## src/hdl/lsw_pkg.sv

```systemverilog
// Shared types and constants for the LED line sweep sequencer.
`default_nettype none
package lsw_pkg;

  localparam int POS_W = 9;
  localparam int CFG_IDX_W = 3;
  localparam int CFG_DATA_W = 32;

  localparam logic [15:0] TOP_FULL = 16'hffff;
  localparam logic [15:0] TOP_SHORT_ADJ = 16'd128;
  localparam logic [15:0] SHORT_LIMIT = 16'd256;

  typedef enum logic [1:0] {
    CMD_TICK  = 2'd0,
    CMD_WRITE = 2'd1,
    CMD_START = 2'd2
  } cmd_t;

  localparam logic [CFG_IDX_W-1:0] REG_FIRST_LINE      = 3'd0;
  localparam logic [CFG_IDX_W-1:0] REG_LAST_LINE       = 3'd1;
  localparam logic [CFG_IDX_W-1:0] REG_SWEEP_FORWARD   = 3'd2;
  localparam logic [CFG_IDX_W-1:0] REG_TICKS_PER_PIXEL = 3'd3;
  localparam logic [CFG_IDX_W-1:0] REG_START_DELAY     = 3'd4;

  typedef struct packed {
    logic [1:0] cmd;
    logic [6:0] line_index;
    logic [7:0] line_cb;
    logic [7:0] line_d;
  } in_item_t;

  typedef struct packed {
    logic [1:0] led_b_high;
    logic [7:0] led_c;
    logic [7:0] led_d;
    logic       sweep_active;
  } out_item_t;

  typedef struct packed {
    logic [6:0]  first_line;
    logic [6:0]  last_line;
    logic        sweep_forward;
    logic [15:0] ticks_per_pixel;
    logic [31:0] start_delay;
  } cfg_t;

endpackage
`default_nettype wire

```

## src/hdl/lsw_regs.sv

```systemverilog
// Configuration register file.
`default_nettype none
module lsw_regs (
  input  wire logic                           clk,
  input  wire logic                           rst_n,
  input  wire logic                           wr_en,
  input  wire logic [lsw_pkg::CFG_IDX_W-1:0]  wr_index,
  input  wire logic [lsw_pkg::CFG_DATA_W-1:0] wr_data,
  output lsw_pkg::cfg_t                       cfg
);
  import lsw_pkg::*;

  cfg_t cfg_r;
  cfg_t cfg_nxt;

  always_comb begin
    cfg_nxt = cfg_r;
    if (wr_en) begin
      unique case (wr_index)
        REG_FIRST_LINE:      cfg_nxt.first_line = wr_data[6:0];
        REG_LAST_LINE:       cfg_nxt.last_line = wr_data[6:0];
        REG_SWEEP_FORWARD:   cfg_nxt.sweep_forward = wr_data[0];
        REG_TICKS_PER_PIXEL: cfg_nxt.ticks_per_pixel = wr_data[15:0];
        REG_START_DELAY:     cfg_nxt.start_delay = wr_data[31:0];
        default:             cfg_nxt = cfg_r;
      endcase
    end
  end

  always_ff @(posedge clk) begin
    if (!rst_n) begin
      cfg_r.first_line <= '0;
      cfg_r.last_line <= '0;
      cfg_r.sweep_forward <= 1'b1;
      cfg_r.ticks_per_pixel <= '0;
      cfg_r.start_delay <= '0;
    end else begin
      cfg_r <= cfg_nxt;
    end
  end

  assign cfg = cfg_r;

endmodule
`default_nettype wire

```

## src/hdl/lsw_store.sv

```systemverilog
// Image line memory with a registered read port tracking the sweep position.
`default_nettype none
module lsw_store #(
  parameter int IMAGE_LINES = 128
) (
  input  wire logic                      clk,
  input  wire logic                      wr_en,
  input  wire logic [6:0]                wr_index,
  input  wire logic [15:0]               wr_word,
  input  wire logic [lsw_pkg::POS_W-1:0] rd_pos,
  output logic [15:0]                    rd_word
);
  import lsw_pkg::*;

  localparam int AW = (IMAGE_LINES > 1) ? $clog2(IMAGE_LINES) : 1;

  logic [15:0]   mem [IMAGE_LINES];
  logic [15:0]   rd_data_r;
  logic          rd_in_r;
  logic          wr_in;
  logic          rd_in;
  logic [AW-1:0] wr_addr;
  logic [AW-1:0] rd_addr;

  assign wr_in = 32'(wr_index) < IMAGE_LINES;
  assign rd_in = 32'(rd_pos) < IMAGE_LINES;
  assign wr_addr = wr_in ? AW'(wr_index) : '0;
  assign rd_addr = rd_in ? AW'(rd_pos) : '0;

  always_ff @(posedge clk) begin
    if (wr_en && wr_in) begin
      mem[wr_addr] <= wr_word;
    end
  end

  // bypass a same-cycle write so the read register always mirrors the store
  always_ff @(posedge clk) begin
    if (wr_en && wr_in && rd_in && (wr_addr == rd_addr)) begin
      rd_data_r <= wr_word;
    end else begin
      rd_data_r <= mem[rd_addr];
    end
    rd_in_r <= rd_in;
  end

  assign rd_word = rd_in_r ? rd_data_r : 16'h0000;

endmodule
`default_nettype wire

```

## src/hdl/lsw_ctrl.sv

```systemverilog
// Sweep timer, delay counting and line stepping.
`default_nettype none
module lsw_ctrl (
  input  wire logic                      clk,
  input  wire logic                      rst_n,
  input  wire logic                      acc,
  input  wire lsw_pkg::in_item_t         item,
  input  wire lsw_pkg::cfg_t             cfg,
  input  wire logic [15:0]               rd_word,
  output logic [lsw_pkg::POS_W-1:0]      pos_nxt,
  output lsw_pkg::out_item_t             result
);
  import lsw_pkg::*;

  logic             running_r, running_nxt;
  logic [15:0]      top_r, top_nxt;
  logic [15:0]      tick_r, tick_nxt;
  logic [15:0]      periods_r, periods_nxt;
  logic [15:0]      short_r, short_nxt;
  logic [POS_W-1:0] pos_r;
  logic [POS_W-1:0] end_r, end_nxt;
  logic             fwd_r, fwd_nxt;
  logic             active_r, active_nxt;
  logic [15:0]      led_r, led_nxt;
  logic             done;
  logic [15:0]      delay_low;
  logic [15:0]      delay_high;

  assign delay_low = cfg.start_delay[15:0];
  assign delay_high = cfg.start_delay[31:16];

  always_comb begin
    if (fwd_r) begin
      done = pos_r >= end_r;
    end else begin
      done = (pos_r + POS_W'(1)) <= (end_r + POS_W'(1));
    end
  end

  always_comb begin
    running_nxt = running_r;
    top_nxt = top_r;
    tick_nxt = tick_r;
    periods_nxt = periods_r;
    short_nxt = short_r;
    pos_nxt = pos_r;
    end_nxt = end_r;
    fwd_nxt = fwd_r;
    active_nxt = active_r;
    led_nxt = led_r;
    if (acc) begin
      case (item.cmd)
        CMD_TICK: begin
          if (running_r) begin
            if (tick_r == top_r) begin
              tick_nxt = '0;
              if (periods_r != '0) begin
                periods_nxt = periods_r - 16'd1;
                if (periods_r == 16'd1) begin
                  top_nxt = short_r;
                end
              end else if (done) begin
                led_nxt = '0;
                top_nxt = TOP_FULL;
                active_nxt = 1'b0;
              end else begin
                led_nxt = rd_word;
                pos_nxt = fwd_r ? pos_r + POS_W'(1) : pos_r - POS_W'(1);
                top_nxt = cfg.ticks_per_pixel;
              end
            end else begin
              tick_nxt = tick_r + 16'd1;
            end
          end
        end
        CMD_START: begin
          led_nxt = '0;
          fwd_nxt = cfg.sweep_forward;
          if (cfg.sweep_forward) begin
            pos_nxt = POS_W'(cfg.first_line);
            end_nxt = POS_W'(cfg.last_line) + POS_W'(1);
          end else begin
            pos_nxt = POS_W'(cfg.last_line);
            end_nxt = POS_W'(cfg.first_line) - POS_W'(1);
          end
          periods_nxt = delay_high;
          if (delay_high != '0) begin
            if (delay_low < SHORT_LIMIT) begin
              top_nxt = TOP_FULL - TOP_SHORT_ADJ;
              short_nxt = delay_low + {delay_high[8:0], 7'b0};
            end else begin
              top_nxt = TOP_FULL;
              short_nxt = delay_low;
            end
          end else begin
            top_nxt = delay_low;
          end
          tick_nxt = '0;
          running_nxt = 1'b1;
          active_nxt = 1'b1;
        end
        default: begin
          led_nxt = led_r;
        end
      endcase
    end
  end

  always_ff @(posedge clk) begin
    if (!rst_n) begin
      running_r <= 1'b0;
      top_r <= '0;
      tick_r <= '0;
      periods_r <= '0;
      short_r <= '0;
      pos_r <= '0;
      end_r <= '0;
      fwd_r <= 1'b1;
      active_r <= 1'b0;
      led_r <= '0;
    end else begin
      running_r <= running_nxt;
      top_r <= top_nxt;
      tick_r <= tick_nxt;
      periods_r <= periods_nxt;
      short_r <= short_nxt;
      pos_r <= pos_nxt;
      end_r <= end_nxt;
      fwd_r <= fwd_nxt;
      active_r <= active_nxt;
      led_r <= led_nxt;
    end
  end

  assign result.led_b_high = led_nxt[15:14];
  assign result.led_c = led_nxt[15:8];
  assign result.led_d = led_nxt[7:0];
  assign result.sweep_active = active_nxt;

endmodule
`default_nettype wire

```

## src/hdl/lsw_out.sv

```systemverilog
// Output register with a skid entry for the result channel.
`default_nettype none
module lsw_out (
  input  wire logic               clk,
  input  wire logic               rst_n,
  input  wire logic               push,
  input  wire lsw_pkg::out_item_t push_item,
  output logic                    full,
  output logic                    out_valid,
  input  wire logic               out_stall,
  output lsw_pkg::out_item_t      out_item
);
  import lsw_pkg::*;

  logic      main_v_r, main_v_nxt;
  logic      skid_v_r, skid_v_nxt;
  out_item_t main_r, main_nxt;
  out_item_t skid_r, skid_nxt;
  logic      pop;

  assign pop = main_v_r && !out_stall;

  always_comb begin
    main_v_nxt = main_v_r;
    skid_v_nxt = skid_v_r;
    main_nxt = main_r;
    skid_nxt = skid_r;
    if (!main_v_r || pop) begin
      if (skid_v_r) begin
        main_nxt = skid_r;
        main_v_nxt = 1'b1;
        skid_v_nxt = push;
        skid_nxt = push_item;
      end else begin
        main_nxt = push_item;
        main_v_nxt = push;
      end
    end else if (push) begin
      skid_nxt = push_item;
      skid_v_nxt = 1'b1;
    end
  end

  always_ff @(posedge clk) begin
    if (!rst_n) begin
      main_v_r <= 1'b0;
      skid_v_r <= 1'b0;
    end else begin
      main_v_r <= main_v_nxt;
      skid_v_r <= skid_v_nxt;
    end
    main_r <= main_nxt;
    skid_r <= skid_nxt;
  end

  assign full = skid_v_r;
  assign out_valid = main_v_r;
  assign out_item = main_r;

endmodule
`default_nettype wire

```

## src/hdl/led_line_sweep_sequencer.sv

```systemverilog
// Top level of the LED line sweep sequencer.
// A result is registered in the output register, or in its skid entry while that is stalled.
// Throughput: one transaction per cycle while in_stall is low, i.e. the skid entry is empty.
// The image store read register follows the sweep position every cycle.
// Reset clears timer, sweep, LED and config state (direction forward); image store is not cleared.
`default_nettype none
module led_line_sweep_sequencer #(
  parameter int IMAGE_LINES = 128
) (
  input  wire logic                           clk,
  input  wire logic                           rst_n,
  input  wire logic                           in_valid,
  output logic                                in_stall,
  input  wire lsw_pkg::in_item_t              in_item,
  output logic                                out_valid,
  input  wire logic                           out_stall,
  output lsw_pkg::out_item_t                  out_item,
  input  wire logic                           cfg_valid,
  output logic                                cfg_ready,
  input  wire logic [lsw_pkg::CFG_IDX_W-1:0]  cfg_index,
  input  wire logic [lsw_pkg::CFG_DATA_W-1:0] cfg_data
);
  import lsw_pkg::*;

  cfg_t             cfg;
  logic             acc;
  logic             full;
  logic [POS_W-1:0] pos_nxt;
  logic [15:0]      rd_word;
  out_item_t        result;

  assign cfg_ready = 1'b1;
  assign in_stall = full;
  assign acc = in_valid && !full;

  lsw_regs u_regs (
    .clk      (clk),
    .rst_n    (rst_n),
    .wr_en    (cfg_valid && cfg_ready),
    .wr_index (cfg_index),
    .wr_data  (cfg_data),
    .cfg      (cfg)
  );

  lsw_store #(
    .IMAGE_LINES (IMAGE_LINES)
  ) u_store (
    .clk      (clk),
    .wr_en    (acc && (in_item.cmd == CMD_WRITE)),
    .wr_index (in_item.line_index),
    .wr_word  ({in_item.line_cb, in_item.line_d}),
    .rd_pos   (pos_nxt),
    .rd_word  (rd_word)
  );

  lsw_ctrl u_ctrl (
    .clk     (clk),
    .rst_n   (rst_n),
    .acc     (acc),
    .item    (in_item),
    .cfg     (cfg),
    .rd_word (rd_word),
    .pos_nxt (pos_nxt),
    .result  (result)
  );

  lsw_out u_out (
    .clk       (clk),
    .rst_n     (rst_n),
    .push      (acc),
    .push_item (result),
    .full      (full),
    .out_valid (out_valid),
    .out_stall (out_stall),
    .out_item  (out_item)
  );

endmodule
`default_nettype wire

```

## config.mk

```make
export PLATFORM = sky130hd
export DESIGN_NAME = led_line_sweep_sequencer
export DESIGN_NICKNAME = d
export VERILOG_FILES = /design/src/hdl/lsw_pkg.sv /design/src/hdl/lsw_regs.sv /design/src/hdl/lsw_store.sv /design/src/hdl/lsw_ctrl.sv /design/src/hdl/lsw_out.sv /design/src/hdl/led_line_sweep_sequencer.sv
export SDC_FILE = /design/constraint.sdc
export NUM_CORES = 2
export LEC_CHECK = 0
export ABC_AREA = 1
export BUFFER_PORTS_ARGS = -buffer_cell sky130_fd_sc_hd__buf_4
export CAP_MARGIN = 25
export CORE_MARGIN = 1
export CORE_UTILIZATION = 30
export CTS_BUF_LIST = sky130_fd_sc_hd__clkbuf_16
export DETAILED_ROUTE_END_ITERATION = 10
export SYNTH_ARGS = -nofsm -noshare
export SYNTH_HDL_FRONTEND = slang
export SYNTH_SLANG_ARGS = --single-unit
```

## constraint.sdc

```tcl
create_clock -name clk -period 6.44 [get_ports clk]
set_input_delay 1.288 -clock clk [delete_from_list [all_inputs] [get_ports clk]]
set_output_delay 1.288 -clock clk [all_outputs]
set_load 0.01 [all_outputs]
```

==> impl_metrics.ini <==
[status]
status = complete, no violations

[global_route]
grt_overflow = 0
grt_use_total = 0.1747
antenna_found_initial = 15
grt_max_degree = 160
grt_pass1_wl_mm = 446.2
grt_pass1_vias = 65320

[synthesis]
syn_area_per_cell_um2 = 10.43
synth_top_area_frac = 0.6224
synth-edff-count = 2082
syn-cell-area_um2 = 100500
synth.distinct_cells = 53
ys_seq_area_frac = 0.6589
synth_commonest_cells = edfxtp_1, nand3_1, nand2_1
ys_top_cells_by_area = edfxtp_1, nand3_1, nand2_1
synth_most_common_cell = edfxtp_1
syn_inst = 9631
synth_top_cell_by_area = edfxtp_1
dominantRegCellSynth = edfxtp_1
synth_warnings = 0
async_flop_share = 0
synth_nets = 9731
ys_seq_elements = 2265

[critical_path]
startpoint_type = flop
slowest_stage = inv_4
cpMostUsedCell = nand3_1
path_max_fanout = 71
cpPeakStageDelay_ns = 0.47
cp.arrival_ns = 7.00
crit_path_end_kind = flop
crit_path_start = u_ctrl.end_r[0]
path_class = reg2reg
reg2reg_from = u_ctrl.end_r[0]
required_ns = 7.32

[floorplan]
core_um2 = 333400
rows = 212
die_area_um2 = 337200
die_y_um = 580.7
die_w_um = 580.7
initial_core_util = 0.3013
pin_count = 87

[placement]
gp_congestion = 0.9036
portBuffers = 85
hpwl_mm = 174.9
dp_slack_ns = 0.5083

[timing]
holdWs_ns = 0.4432
setup_violations = 0
tns_ns = 0
clock_skew_ns = 0.09979
post-route-min-period_ns = 6.124
hold_viol = 0
fin_crit_sh = 0.9510
slew_violations = 0
relSlewSlack = 0.2614
fin_ws_ns = 0.3156
fmax_ghz = 0.1633
tightest_slew_ns = 1.108
rsz0062_at_grt = no

[flow_run]
maxCapViolCount = 0

[clock_network]
clockBufferDepth = 4
hold_buffers = 0
cts_tree = built
clock-sinks = 2265
htree_levels = 4
clk_pin_slew_worst_paths_ns = 0.07
cts_resized = 0
cts_buffers = 237
cts_root_buf = clkbuf_16
post-cts-setup-buffers = 0
worstSkewPairLatency_ns = 0.93

[final_layout]
final.fill_count = 32900
syn_to_final_growth_pct = 13.52
multi_input_area_um2 = 26570
drive_above_1_share = 0.07527
fin_util = 0.3420
fin_nets = 9766
seq_area_um2 = 66180

[pwr]
clkPwrFrac = 0.395
power_density_nw_per_um2 = 285.4
p_seq_frac = 0.499
leakage_uw = 0.04437
peakVddDrop_uv = 231.6
p_sw_uw = 8416
p_int_uw = 24130
comb_power_share = 0.106
switching_share = 0.2586

[worst_hold_path]
min-delay-start = u_regs.cfg[36]
hp-class = reg2reg

[detailed_routing]
wl_mm = 304.6
vias = 70740
drt_iter0_drc = 9203
drc = 0
vias_per_cell = 4.964
wire_per_inst_um = 21.37
postRouteAntennaNets = 0
firstDrtPassIters = 6
==> critical path, delay by kind of cell, from the launching register on <==
kind / cells / cell delay (ns)
xor gates and xnor gates: 1 / 0.16
adders and majority gates: 1 / 0.27
buffers and inverters: 6 / 1.26
DFF: 1 / 0.38
and+or+nand+nor: 21 / 3.85
==> cell usage in the layout (no fill, tap or decap), types with 5 or more instances in the layout <==
cell,synthesis,routed
nor4_1,7,7
nand3b_1,575,575
xnor2_1,6,6
inv_2,12,10
xor2_1,28,28
buf_12,0,48
nor3_1,27,26
clkinv_2,0,46
o221ai_1,21,21
diode_2,0,6
bufinv_16,0,11
clkinv_1,4,69
clkbuf_16,0,238
nand2_2,6,6
a22oi_1,14,14
nand4_1,13,13
a211oi_1,5,5
buf_6,5,17
nand3_1,1970,1970
inv_1,1328,1382
a31oi_1,23,23
a21oi_1,121,120
inv_6,0,5
ha_1,34,34
or2_2,6,6
nand2_1,1837,1834
buf_4,46,318
dfxtp_1,183,183
o21ai_0,228,227
nor2_1,463,459
o211ai_1,7,7
edfxtp_1,2082,2082
o21ai_1,7,8
nor2_2,2,6
==> final timing paths <==
path / end / slack, ns / depth (start not counted)
min: u_regs.cfg[36] / 0.44 / 2
max reg2reg: u_store.rd_data_r[15] / 0.32 / 29
min reg2reg: u_regs.cfg[36] / 0.44 / 2
max: u_store.rd_data_r[15] / 0.32 / 29
==> stage by stage <==
stage / power (uW) / area (um^2) / cells
finish: 32540 / 114000 / 14250
CTS: 32690 / 114000 / 14250
global route: 33520 / 114000 / 14250
global placement: 19950 / 106800 / 13810
floorplan: 18420 / 100500 / 9631
detailed placement: 19960 / 106900 / 13810
==> registers in the layout, summed over array words and instances, names as in the netlist <==
signal             flops
u_out.out_item        17
u_regs.cfg            63
u_store.rd_data_r     16
u_ctrl.end_r           9
u_out.full             1
u_ctrl.running_r       1
u_ctrl.periods_r      16
u_out.out_valid        1
u_ctrl.short_r        16
u_store.rd_in_r        1
u_ctrl.active_r        1
u_ctrl.top_r          16
u_ctrl.pos_r           9
u_ctrl.fwd_r           1
u_ctrl.led_r          16
u_store.mem         2048
u_ctrl.tick_r         16
u_out.skid_r          17
==> metal layers <==
metal,GRT usage,routed length (um),vias up
met3,0.03426,28790,482
met2,0.2680,135500,3127
li1,-,-,32690
met1,0.2475,130600,34450
met4,0.05543,9714,0
met5,0,0,-
==> cell families (layout without fill, tap and decap cells) <==
group / Yosys count / after routing / share of synthesized area
XOR/XNOR: 34 / 34 / 0.002964
other: 1 / 7 / 0.00003733
AND/OR/NAND/NOR: 4918 / 4918 / 0.2318
AO/OA/AOI/OAI: 445 / 445 / 0.02448
adder cells (fa/ha/maj): 35 / 35 / 0.004434
buffers and inverters: 1933 / 2160 / 0.07747
flip-flops: 2265 / 2265 / 0.6589
==> final cells by class <==
type,instances,area share
diodes,6,0.0001317
clock buffers,238,0.05223
clock inverters,193,0.01035
inverters,1344,0.04446
multi-input cells,5433,0.2330
flip-flops and latches,2265,0.5804
well taps,4387,0.04814
repair buffers,385,0.03133
==> power groups by stage <==
stage	Clock, uW	Combinational [uW]	Sequential, uW
after floorplan	0	1940	16500
after CTS	13000	3420	16200
after detailed placement	0	3410	16500
after global placement	0	3400	16500
after global routing	13600	3710	16200
final	12900	3450	16200
No activity file was read; power rests on OpenSTA's default activity.
